## src/rtl/jsu_pkg.sv

```systemverilog
// Shared types, constants and helper functions for the JSON string unescaper.
`timescale 1ns / 1ps

package jsu_pkg;

  // Depth of the job queue between the parser and the output stage.
  localparam int QUEUE_DEPTH_DEF = 4;

  // Parser phases.
  typedef enum logic [3:0] {
    PH_IDLE   = 4'd0,
    PH_BODY   = 4'd1,
    PH_ESC    = 4'd2,
    PH_HEXHI  = 4'd3,
    PH_WANTBS = 4'd4,
    PH_WANTU  = 4'd5,
    PH_HEXLO  = 4'd6
  } phase_t;

  // Result kinds.
  typedef enum logic [1:0] {
    KIND_DATA = 2'd0,
    KIND_DONE = 2'd1,
    KIND_ERR  = 2'd2
  } kind_t;

  // Error codes.
  localparam logic [3:0] ERR_NONE          = 4'd0;
  localparam logic [3:0] ERR_EXPECT_QUOTE  = 4'd0;
  localparam logic [3:0] ERR_UNTERMINATED  = 4'd1;
  localparam logic [3:0] ERR_RAW_NEWLINE   = 4'd2;
  localparam logic [3:0] ERR_UNTERM_ESC    = 4'd3;
  localparam logic [3:0] ERR_BAD_ESCAPE    = 4'd4;
  localparam logic [3:0] ERR_TRUNC_U       = 4'd5;
  localparam logic [3:0] ERR_BAD_HEX       = 4'd6;
  localparam logic [3:0] ERR_LONE_HIGH     = 4'd7;
  localparam logic [3:0] ERR_INVALID_LOW   = 4'd8;
  localparam logic [3:0] ERR_LONE_LOW      = 4'd9;

  // Source characters of interest.
  localparam logic [7:0] CH_QUOTE  = 8'h22;
  localparam logic [7:0] CH_BSLASH = 8'h5C;
  localparam logic [7:0] CH_SLASH  = 8'h2F;
  localparam logic [7:0] CH_NL     = 8'h0A;
  localparam logic [7:0] CH_LOW_B  = 8'h62;
  localparam logic [7:0] CH_LOW_F  = 8'h66;
  localparam logic [7:0] CH_LOW_N  = 8'h6E;
  localparam logic [7:0] CH_LOW_R  = 8'h72;
  localparam logic [7:0] CH_LOW_T  = 8'h74;
  localparam logic [7:0] CH_LOW_U  = 8'h75;

  // Surrogate ranges.
  localparam logic [15:0] HIGH_SUR_MIN = 16'hD800;
  localparam logic [15:0] HIGH_SUR_MAX = 16'hDBFF;
  localparam logic [15:0] LOW_SUR_MIN  = 16'hDC00;
  localparam logic [15:0] LOW_SUR_MAX  = 16'hDFFF;

  // One job: everything a single input item produces, up to four result items.
  typedef struct packed {
    logic [3:0][7:0] bytes;
    logic [1:0]      last_idx;
    kind_t           kind;
    logic [3:0]      code;
  } job_t;

  // Hex digit value; bit 4 set means the byte is not a hex digit.
  function automatic logic [4:0] hex_value(logic [7:0] c);
    logic [4:0] v;
    if (c >= 8'h30 && c <= 8'h39) begin
      v = {1'b0, c[3:0]};
    end else if ((c >= 8'h61 && c <= 8'h66) || (c >= 8'h41 && c <= 8'h46)) begin
      v = {1'b0, c[3:0] + 4'd9};
    end else begin
      v = 5'h10;
    end
    return v;
  endfunction

  // Simple escape decode; bit 8 set means the escape is one of the simple ones.
  function automatic logic [8:0] simple_escape(logic [7:0] c);
    logic [8:0] r;
    unique case (c) inside
      CH_QUOTE, CH_BSLASH, CH_SLASH: r = {1'b1, c};
      CH_LOW_B: r = {1'b1, 8'h08};
      CH_LOW_F: r = {1'b1, 8'h0C};
      CH_LOW_N: r = {1'b1, 8'h0A};
      CH_LOW_R: r = {1'b1, 8'h0D};
      CH_LOW_T: r = {1'b1, 8'h09};
      default:  r = 9'h000;
    endcase
    return r;
  endfunction

  // Job carrying one code point as UTF-8.
  function automatic job_t utf8_job(logic [20:0] cp);
    job_t j;
    j = '0;
    j.kind = KIND_DATA;
    j.code = ERR_NONE;
    if (cp <= 21'h00007F) begin
      j.bytes[0] = cp[7:0];
      j.last_idx = 2'd0;
    end else if (cp <= 21'h0007FF) begin
      j.bytes[0] = 8'hC0 | {3'b000, cp[10:6]};
      j.bytes[1] = 8'h80 | {2'b00, cp[5:0]};
      j.last_idx = 2'd1;
    end else if (cp <= 21'h00FFFF) begin
      j.bytes[0] = 8'hE0 | {4'b0000, cp[15:12]};
      j.bytes[1] = 8'h80 | {2'b00, cp[11:6]};
      j.bytes[2] = 8'h80 | {2'b00, cp[5:0]};
      j.last_idx = 2'd2;
    end else begin
      j.bytes[0] = 8'hF0 | {5'b00000, cp[20:18]};
      j.bytes[1] = 8'h80 | {2'b00, cp[17:12]};
      j.bytes[2] = 8'h80 | {2'b00, cp[11:6]};
      j.bytes[3] = 8'h80 | {2'b00, cp[5:0]};
      j.last_idx = 2'd3;
    end
    return j;
  endfunction

  // Job carrying a single plain byte.
  function automatic job_t byte_job(logic [7:0] b);
    job_t j;
    j = '0;
    j.kind = KIND_DATA;
    j.bytes[0] = b;
    return j;
  endfunction

  // Job carrying a status result.
  function automatic job_t status_job(kind_t k, logic [3:0] code);
    job_t j;
    j = '0;
    j.kind = k;
    j.code = code;
    return j;
  endfunction

endpackage

```

## src/rtl/jsu_front.sv

```systemverilog
// Parser front end: tracks the string phase and turns each source byte into a job.
`timescale 1ns / 1ps

module jsu_front (
  input  logic              clk,
  input  logic              rst,
  input  logic              accept,
  input  logic [7:0]        in_byte,
  input  logic              end_of_text,
  output logic              job_push,
  output jsu_pkg::job_t     job
);

  jsu_pkg::phase_t phase, phase_next;
  logic [15:0]     hex_accum, hex_accum_next;
  logic [1:0]      hex_count, hex_count_next;
  logic [9:0]      high_half, high_half_next;

  logic [4:0]  hex_d;
  logic        is_hex;
  logic [15:0] hex_word;
  logic        hex_done;
  logic        word_high;
  logic        word_low;
  logic [8:0]  esc;
  logic [20:0] pair_cp;

  // Shared decode of the current byte.
  assign hex_d     = jsu_pkg::hex_value(in_byte);
  assign is_hex    = ~hex_d[4];
  assign hex_word  = {hex_accum[11:0], hex_d[3:0]};
  assign hex_done  = (hex_count == 2'd3);
  assign word_high = (hex_word >= jsu_pkg::HIGH_SUR_MIN) && (hex_word <= jsu_pkg::HIGH_SUR_MAX);
  assign word_low  = (hex_word >= jsu_pkg::LOW_SUR_MIN) && (hex_word <= jsu_pkg::LOW_SUR_MAX);
  assign esc       = jsu_pkg::simple_escape(in_byte);
  assign pair_cp   = 21'h010000 + {1'b0, high_half, 10'b0} + {11'b0, hex_word[9:0]};

  // Next phase and decoder registers.
  always_comb begin
    phase_next     = phase;
    hex_accum_next = hex_accum;
    hex_count_next = hex_count;
    high_half_next = high_half;
    unique case (phase) inside
      jsu_pkg::PH_BODY: begin
        if (end_of_text || in_byte == jsu_pkg::CH_QUOTE || in_byte == jsu_pkg::CH_NL) begin
          phase_next = jsu_pkg::PH_IDLE;
        end else if (in_byte == jsu_pkg::CH_BSLASH) begin
          phase_next = jsu_pkg::PH_ESC;
        end
      end
      jsu_pkg::PH_ESC: begin
        if (end_of_text) begin
          phase_next = jsu_pkg::PH_IDLE;
        end else if (in_byte == jsu_pkg::CH_LOW_U) begin
          phase_next     = jsu_pkg::PH_HEXHI;
          hex_accum_next = '0;
          hex_count_next = '0;
        end else if (esc[8]) begin
          phase_next = jsu_pkg::PH_BODY;
        end else begin
          phase_next = jsu_pkg::PH_IDLE;
        end
      end
      jsu_pkg::PH_HEXHI, jsu_pkg::PH_HEXLO: begin
        if (end_of_text || !is_hex) begin
          phase_next = jsu_pkg::PH_IDLE;
        end else if (!hex_done) begin
          hex_accum_next = hex_word;
          hex_count_next = hex_count + 2'd1;
        end else begin
          hex_accum_next = '0;
          hex_count_next = '0;
          if (phase == jsu_pkg::PH_HEXHI) begin
            if (word_high) begin
              high_half_next = hex_word[9:0];
              phase_next     = jsu_pkg::PH_WANTBS;
            end else if (word_low) begin
              phase_next = jsu_pkg::PH_IDLE;
            end else begin
              phase_next = jsu_pkg::PH_BODY;
            end
          end else begin
            if (word_low) begin
              high_half_next = '0;
              phase_next     = jsu_pkg::PH_BODY;
            end else begin
              phase_next = jsu_pkg::PH_IDLE;
            end
          end
        end
      end
      jsu_pkg::PH_WANTBS: begin
        phase_next = (end_of_text || in_byte != jsu_pkg::CH_BSLASH) ? jsu_pkg::PH_IDLE
                                                                    : jsu_pkg::PH_WANTU;
      end
      jsu_pkg::PH_WANTU: begin
        if (end_of_text || in_byte != jsu_pkg::CH_LOW_U) begin
          phase_next = jsu_pkg::PH_IDLE;
        end else begin
          phase_next     = jsu_pkg::PH_HEXLO;
          hex_accum_next = '0;
          hex_count_next = '0;
        end
      end
      default: begin
        phase_next = (!end_of_text && in_byte == jsu_pkg::CH_QUOTE) ? jsu_pkg::PH_BODY
                                                                    : jsu_pkg::PH_IDLE;
      end
    endcase
    // Entering idle on an error or a done clears the decoder, as does a fresh string.
    if (phase_next == jsu_pkg::PH_IDLE ||
        (phase_next == jsu_pkg::PH_BODY && phase != jsu_pkg::PH_BODY &&
         phase != jsu_pkg::PH_ESC && phase != jsu_pkg::PH_HEXHI &&
         phase != jsu_pkg::PH_HEXLO)) begin
      hex_accum_next = '0;
      hex_count_next = '0;
      high_half_next = '0;
    end
  end

  // Job produced by the current byte.
  always_comb begin
    job_push = 1'b0;
    job      = '0;
    unique case (phase) inside
      jsu_pkg::PH_BODY: begin
        job_push = 1'b1;
        if (end_of_text) begin
          job = jsu_pkg::status_job(jsu_pkg::KIND_ERR, jsu_pkg::ERR_UNTERMINATED);
        end else if (in_byte == jsu_pkg::CH_QUOTE) begin
          job = jsu_pkg::status_job(jsu_pkg::KIND_DONE, jsu_pkg::ERR_NONE);
        end else if (in_byte == jsu_pkg::CH_NL) begin
          job = jsu_pkg::status_job(jsu_pkg::KIND_ERR, jsu_pkg::ERR_RAW_NEWLINE);
        end else if (in_byte == jsu_pkg::CH_BSLASH) begin
          job_push = 1'b0;
        end else begin
          job = jsu_pkg::byte_job(in_byte);
        end
      end
      jsu_pkg::PH_ESC: begin
        job_push = 1'b1;
        if (end_of_text) begin
          job = jsu_pkg::status_job(jsu_pkg::KIND_ERR, jsu_pkg::ERR_UNTERM_ESC);
        end else if (in_byte == jsu_pkg::CH_LOW_U) begin
          job_push = 1'b0;
        end else if (esc[8]) begin
          job = jsu_pkg::byte_job(esc[7:0]);
        end else begin
          job = jsu_pkg::status_job(jsu_pkg::KIND_ERR, jsu_pkg::ERR_BAD_ESCAPE);
        end
      end
      jsu_pkg::PH_HEXHI, jsu_pkg::PH_HEXLO: begin
        if (end_of_text) begin
          job_push = 1'b1;
          job = jsu_pkg::status_job(jsu_pkg::KIND_ERR, jsu_pkg::ERR_TRUNC_U);
        end else if (!is_hex) begin
          job_push = 1'b1;
          job = jsu_pkg::status_job(jsu_pkg::KIND_ERR, jsu_pkg::ERR_BAD_HEX);
        end else if (hex_done) begin
          if (phase == jsu_pkg::PH_HEXHI) begin
            if (word_low) begin
              job_push = 1'b1;
              job = jsu_pkg::status_job(jsu_pkg::KIND_ERR, jsu_pkg::ERR_LONE_LOW);
            end else if (!word_high) begin
              job_push = 1'b1;
              job = jsu_pkg::utf8_job({5'b0, hex_word});
            end
          end else begin
            job_push = 1'b1;
            if (word_low) begin
              job = jsu_pkg::utf8_job(pair_cp);
            end else begin
              job = jsu_pkg::status_job(jsu_pkg::KIND_ERR, jsu_pkg::ERR_INVALID_LOW);
            end
          end
        end
      end
      jsu_pkg::PH_WANTBS: begin
        if (end_of_text || in_byte != jsu_pkg::CH_BSLASH) begin
          job_push = 1'b1;
          job = jsu_pkg::status_job(jsu_pkg::KIND_ERR, jsu_pkg::ERR_LONE_HIGH);
        end
      end
      jsu_pkg::PH_WANTU: begin
        if (end_of_text || in_byte != jsu_pkg::CH_LOW_U) begin
          job_push = 1'b1;
          job = jsu_pkg::status_job(jsu_pkg::KIND_ERR, jsu_pkg::ERR_LONE_HIGH);
        end
      end
      default: begin
        if (end_of_text || in_byte != jsu_pkg::CH_QUOTE) begin
          job_push = 1'b1;
          job = jsu_pkg::status_job(jsu_pkg::KIND_ERR, jsu_pkg::ERR_EXPECT_QUOTE);
        end
      end
    endcase
    job_push = job_push & accept;
  end

  // State registers advance only on an accepted item.
  always_ff @(posedge clk) begin
    if (rst) begin
      phase     <= jsu_pkg::PH_IDLE;
      hex_accum <= '0;
      hex_count <= '0;
      high_half <= '0;
    end else if (accept) begin
      phase     <= phase_next;
      hex_accum <= hex_accum_next;
      hex_count <= hex_count_next;
      high_half <= high_half_next;
    end
  end

endmodule

```

## src/rtl/jsu_queue.sv

```systemverilog
// Small job queue that decouples the parser from the output stage.
`timescale 1ns / 1ps

module jsu_queue #(
  parameter int DEPTH = jsu_pkg::QUEUE_DEPTH_DEF
) (
  input  logic          clk,
  input  logic          rst,
  input  logic          wr_en,
  input  jsu_pkg::job_t wr_job,
  output logic          full,
  input  logic          rd_en,
  output jsu_pkg::job_t rd_job,
  output logic          not_empty
);

  localparam int PTR_W = (DEPTH > 1) ? $clog2(DEPTH) : 1;
  localparam int CNT_W = $clog2(DEPTH + 1);

  jsu_pkg::job_t slots [DEPTH];
  logic [PTR_W-1:0] wr_ptr, rd_ptr;
  logic [CNT_W-1:0] count;

  assign full      = (count == CNT_W'(DEPTH));
  assign not_empty = (count != '0);
  assign rd_job    = slots[rd_ptr];

  // Storage is written without reset; only pointers and count are control.
  always_ff @(posedge clk) begin
    if (wr_en) begin
      slots[wr_ptr] <= wr_job;
    end
  end

  // Pointer and occupancy tracking.
  always_ff @(posedge clk) begin
    if (rst) begin
      wr_ptr <= '0;
      rd_ptr <= '0;
      count  <= '0;
    end else begin
      if (wr_en) begin
        wr_ptr <= (wr_ptr == PTR_W'(DEPTH - 1)) ? '0 : wr_ptr + PTR_W'(1);
      end
      if (rd_en) begin
        rd_ptr <= (rd_ptr == PTR_W'(DEPTH - 1)) ? '0 : rd_ptr + PTR_W'(1);
      end
      if (wr_en && !rd_en) begin
        count <= count + CNT_W'(1);
      end else if (rd_en && !wr_en) begin
        count <= count - CNT_W'(1);
      end
    end
  end

endmodule

```

## src/rtl/jsu_back.sv

```systemverilog
// Output stage: holds one job and hands out one result item per cycle of pop.
`timescale 1ns / 1ps

module jsu_back (
  input  logic          clk,
  input  logic          rst,
  input  logic          q_not_empty,
  input  jsu_pkg::job_t q_job,
  output logic          q_rd,
  input  logic          pop,
  output logic          empty,
  output logic [7:0]    out_byte,
  output logic [1:0]    kind,
  output logic [3:0]    error_code,
  output logic          last
);

  jsu_pkg::job_t cur;
  logic          cur_valid;
  logic [1:0]    idx;
  logic          taken;
  logic          final_taken;

  assign empty       = ~cur_valid;
  assign taken       = pop & cur_valid;
  assign last        = (idx == cur.last_idx);
  assign final_taken = taken & last;
  assign q_rd        = q_not_empty & (~cur_valid | final_taken);

  // Result ports show the current item of the held job.
  assign out_byte   = (cur.kind == jsu_pkg::KIND_DATA) ? cur.bytes[idx] : 8'h00;
  assign kind       = cur.kind;
  assign error_code = cur.code;

  // Job holding register with item index.
  always_ff @(posedge clk) begin
    if (rst) begin
      cur_valid <= 1'b0;
      idx       <= '0;
    end else if (q_rd) begin
      cur_valid <= 1'b1;
      idx       <= '0;
    end else if (final_taken) begin
      cur_valid <= 1'b0;
      idx       <= '0;
    end else if (taken) begin
      idx <= idx + 2'd1;
    end
  end

  // Job payload needs no reset.
  always_ff @(posedge clk) begin
    if (q_rd) begin
      cur <= q_job;
    end
  end

endmodule

```

## src/rtl/json_string_unescape_utf8.sv

```systemverilog
// Top level of the JSON string unescaper with UTF-8 output.
`timescale 1ns / 1ps

// The block takes one source byte per item (or an end-of-text marker), waits
// for an opening quote and decodes the JSON string body, emitting each code
// point as one to four UTF-8 byte items, a done item at the closing quote, or
// an error item after which it returns to idle. The parser accepts one item
// every cycle as long as its job queue (QUEUE_DEPTH entries) is not full; the
// output stage delivers one result item per cycle while pop is asserted, so
// an escape that encodes to n UTF-8 bytes gives n result items and the queue
// absorbs such bursts. A result goes through the job queue and the output
// stage's holding register. Bytes that produce no result (the opening
// quote, a backslash, hex digits before the fourth) leave nothing in the queue.
module json_string_unescape_utf8 #(
  parameter int QUEUE_DEPTH = jsu_pkg::QUEUE_DEPTH_DEF
) (
  input  logic       clk,
  input  logic       rst,
  input  logic       push,
  output logic       full,
  input  logic [7:0] in_byte,
  input  logic       end_of_text,
  output logic       empty,
  input  logic       pop,
  output logic [7:0] out_byte,
  output logic [1:0] kind,
  output logic [3:0] error_code,
  output logic       last
);

  logic          accept;
  logic          job_push;
  jsu_pkg::job_t front_job;
  jsu_pkg::job_t head_job;
  logic          q_not_empty;
  logic          q_rd;

  assign accept = push & ~full;

  // Parser front end.
  jsu_front u_front (
    .clk         (clk),
    .rst         (rst),
    .accept      (accept),
    .in_byte     (in_byte),
    .end_of_text (end_of_text),
    .job_push    (job_push),
    .job         (front_job)
  );

  // Job queue between the two sides.
  jsu_queue #(
    .DEPTH (QUEUE_DEPTH)
  ) u_queue (
    .clk       (clk),
    .rst       (rst),
    .wr_en     (job_push),
    .wr_job    (front_job),
    .full      (full),
    .rd_en     (q_rd),
    .rd_job    (head_job),
    .not_empty (q_not_empty)
  );

  // Output stage.
  jsu_back u_back (
    .clk         (clk),
    .rst         (rst),
    .q_not_empty (q_not_empty),
    .q_job       (head_job),
    .q_rd        (q_rd),
    .pop         (pop),
    .empty       (empty),
    .out_byte    (out_byte),
    .kind        (kind),
    .error_code  (error_code),
    .last        (last)
  );

endmodule

```

## config.mk

```make
export PLATFORM = sky130hd
export DESIGN_NAME = json_string_unescape_utf8
export DESIGN_NICKNAME = d
export VERILOG_FILES = /design/src/rtl/jsu_pkg.sv /design/src/rtl/jsu_front.sv /design/src/rtl/jsu_queue.sv /design/src/rtl/jsu_back.sv /design/src/rtl/json_string_unescape_utf8.sv
export SDC_FILE = /design/constraint.sdc
export NUM_CORES = 1
export LEC_CHECK = 0
export BUFFER_PORTS_ARGS = -buffer_cell sky130_fd_sc_hd__buf_4
export CAP_MARGIN = 20
export CORE_MARGIN = 5
export CORE_UTILIZATION = 55
export DETAILED_ROUTE_END_ITERATION = 6
export HOLD_SLACK_MARGIN = 0.12
export PLACE_DENSITY = 0.7
export SYNTH_ARGS = -nofsm -noshare
export SYNTH_HDL_FRONTEND = slang
export SYNTH_HIERARCHICAL = 1
export SYNTH_SLANG_ARGS = --single-unit
```

## constraint.sdc

```tcl
create_clock -name clk -period 8.5 [get_ports clk]
set_input_delay 1.275 -clock clk [delete_from_list [all_inputs] [get_ports clk]]
set_output_delay 1.275 -clock clk [all_outputs]
set_load 0.02 [all_outputs]
```

==> flow_metrics.tcl <==
set metrics [dict create \
    status "finished, final reports clean" \
    dpl.hpwl_um 16500 \
    switchingPower_mw 0.872 \
    io_pins 30 \
    crit_end "u_queue/slots[1][21]" \
    wl_um 24700 \
    hold_class "reg2reg" \
    grt-ovfl-total 0 \
    cts-root-buf "clkbuf_16" \
    place_congestion 0.940 \
    antenna_found_initial 0 \
    cts_buffers 24 \
    p_seq_share_pct 49.9 \
    syn-cell-area_um2 11200 \
    hold_violations 0 \
    vias 6855 \
    critPathSlowestCell "mux2i_2" \
    crit_type "in2reg" \
    antenna_left 0 \
    cts_resized 0 \
    r2r_end "u_queue/count[2]" \
    grt_pass1_vias 6865 \
    yosysSeqAreaShare_pct 60.8 \
    synthMostInstantiatedCell "edfxtp_1" \
    slew_headroom_pct 25.9 \
    crit_family "multiplexers" \
    grt_pass1_wl_um 39100 \
    fin_skew_ps 21.6 \
    cp_data_required_time_ps 8700 \
    power_mw 3.29 \
    setup_violations 0 \
    ys_top_cells_by_area "edfxtp_1, mux4_2, dfxtp_1, a22o_1, ha_1" \
    synthFlopType "edfxtp_1" \
    cellPowerDensity_nw_per_um2 269 \
    synth_edf_count 200 \
    clock-sinks 240 \
    htree_levels 1 \
    core_um2 20200 \
    critical-path-max-stage-delay_ps 750 \
    drv_slew 0 \
    share_comb_of_total_power_pct 20.1 \
    wl_per_cell_um 23.2 \
    crit_path_end_kind "flip-flop" \
    synthTopCellsByCount "edfxtp_1, mux4_2, nor2_1, dfxtp_1, nand2_1" \
    synth_top_cell_area_share_pct 53.7 \
    synth_async_sr_flop_share_pct 0 \
    clockBufferDepth 3 \
    grt_usage_pct 21.0 \
    yosys_warnings 6 \
    drc 0 \
    worst-slew-pin-transition_ps 1110 \
    cap_violations 0 \
    cp.depth 11 \
    ir_worst_vdd_mv 0.173 \
    drive_gt1_share_pct 20.6 \
    die_area_um2 23300 \
    post_cts_buffers 0 \
    fmax_ghz 0.217 \
    hold_buffers 0 \
    period_minus_slack_ps 4610 \
    clk-insertion-delay-late_ps 510 \
    swShare_pct 26.5 \
    fin_tns_setup_ps 0 \
    syn_inst 762 \
    finalNetCount 804 \
    ff2ff_setup_slack_ps 4290 \
    worst-path-buf-inv 2 \
    rsz0062_at_grt "false" \
    synthToLayoutAreaGrowth_pct 9.09 \
    viasPerCell 6.45 \
    drtPass1Iterations 5 \
    finalCritPeriodShare_pct 54.3 \
    ys_ff_latch 240 \
    clk_pin_slew_ps 60 \
    die_width_um 153 \
    portBuffers 29 \
    internal_power_mw 2.41 \
    crit-reg2reg-launch "u_front/phase[0]" \
    arrival_ps 4810 \
    initial_utilization_pct 55.5 \
    leakage_nw 3.96 \
    num_rows 52 \
    crit_chain "buf_4 -> inv_1 -> ha_1 -> or3b_2 -> and3_1 -> a21o_1 -> nand4_1 -> mux2i_2 -> mux2_2 -> nor2_1 -> o32ai_1" \
    grt_max_degree 44 \
    nFillCells 1531 \
    r2r_cells 13 \
    startpoint "in_byte[0]" \
    yosysTopAreaCell "edfxtp_1" \
    die_y_um 153 \
    start_kind "primary input" \
    initialDrtViolationCount 547 \
    worst-path-max-fanout 14 \
    p_clk_share_pct 30.0 \
    avgSynthCellArea_um2 14.7 \
    yosysUniqueCellTypes 99 \
    antenna_cells 0 \
    cts_tree "built" \
]
==> layout make-up <==
class | instances | area, um^2 | area share [%]
well taps | 270 | 338 | 2.77
flip-flops and latches | 240 | 6810 | 55.8
clock inverters | 10 | 78.8 | 0.646
repair buffers | 34 | 268 | 2.19
inverters | 22 | 82.6 | 0.676
clock buffers | 33 | 656 | 5.37
multi-input cells | 454 | 3980 | 32.6
==> logic make-up after synthesis <==
logic type | Yosys count | synth area share [%]
DFF | 240 | 60.8
and+or+nand+nor | 207 | 10.8
AOI/OAI and AO/OA | 158 | 10.9
buffers and inverters | 70 | 3.76
muxes | 64 | 11.4
adders and majority gates | 15 | 1.74
xor gates and xnor gates | 7 | 0.615
other | 1 | 0.0335
==> stage by stage <==
step	area (um^2)	hold slack (ps)	util [%]	worst slack (ps)	std cells
floorplan	11200	446	-	4120	764
global placement	11500	451	56.8	3690	1019
detailed placement	11500	469	56.8	3560	1019
CTS	12200	484	60.4	4070	1062
global route	12200	505	60.5	3840	1063
finish	12200	477	60.5	3890	1063
==> registers in the layout, indices dropped and copies added, names as in the netlist, named ones only <==
signal and cells:
u_queue/count 3, u_front/high_half 10, u_queue/rd_ptr 2, u_back/error_code 4, u_queue/wr_ptr 2, u_front/hex_accum 12
u_back/cur_valid 1, u_back/idx 2, u_front/hex_count 2, u_queue/slots 160, u_back/kind 2, u_front/phase 4
u_back/cur 34
==> power groups by stage <==
stage / registers [mW] / logic [mW] / clock network, mW
after global routing: 1.66 / 0.722 / 1.06
after CTS: 1.65 / 0.671 / 1.01
after floorplan: 1.60 / 0.562 / 0
after detailed placement: 1.67 / 0.666 / 0
after global placement: 1.65 / 0.652 / 0
final: 1.64 / 0.662 / 0.984
==> how the worst min path moves through the flow <==
| stage | startpoint | end | cells past startpoint |
|---|---|---|---|
| 6_report | u_front/hex_count[1] | u_front/hex_count[1] | 1 |
| 5_1_grt | u_front/hex_count[1] | u_front/hex_count[1] | 1 |
| 4_1_cts | u_front/hex_count[1] | u_front/hex_count[1] | 1 |
| 3_5_place_dp | u_front/hex_count[1] | u_front/hex_count[1] | 1 |
| 3_3_place_gp | u_front/hex_count[1] | u_front/hex_count[1] | 1 |
| 2_1_floorplan | u_front/hex_count[1] | u_front/hex_count[1] | 1 |
==> cells in the final DEF, fill, tap and decap left out, types with 4 or more instances in the layout <==
master     Yosys  final
a21oi_1       30     30
a22o_1        31     31
a22oi_1        7      7
and2_1         8      4
and2_2         0      4
and3_1        12     12
buf_4         13     33
clkbuf_1      13      8
clkbuf_16      0     25
clkinv_2       0      5
dfxtp_1       40     38
edfxtp_1     200    200
ha_1          14     14
inv_1         21     21
mux2_2         5      5
mux2i_1        8      8
mux4_2        46     46
nand2_1       36     36
nand2b_1       6      6
nand3_1       16     16
nand4_1       10     10
nor2_1        46     46
nor2b_1       14     14
nor3_1         9      9
nor3b_1        5      5
o2111ai_1      7      7
o21ai_0       25     25
o31ai_1        4      4
or3_1          4      4
xor2_1         4      4
==> metal layers <==
metal  up-vias  share of wire, %  global-route usage [%]
li1       3052                 -                       -
met1      3418                42                    29.9
met2       319                48                    33.7
met3        66               6.9                    2.87
met4         0               2.7                    6.92
met5         -                 0                       0
==> worst register-to-register path, cell delays in order, from the launching register on <==
cell	delay (ps)
dfxtp_1	620
nand4bb_1	840
or4_4	840
a31oi_1	190
a41o_1	230
nand3_2	140
nand2_1	110
nor2_1	140
ha_1	290
inv_1	70
fa_1	170
xor2_1	70
or3_1	300
a21oi_1	140
(Power assumes the default switching activity.)
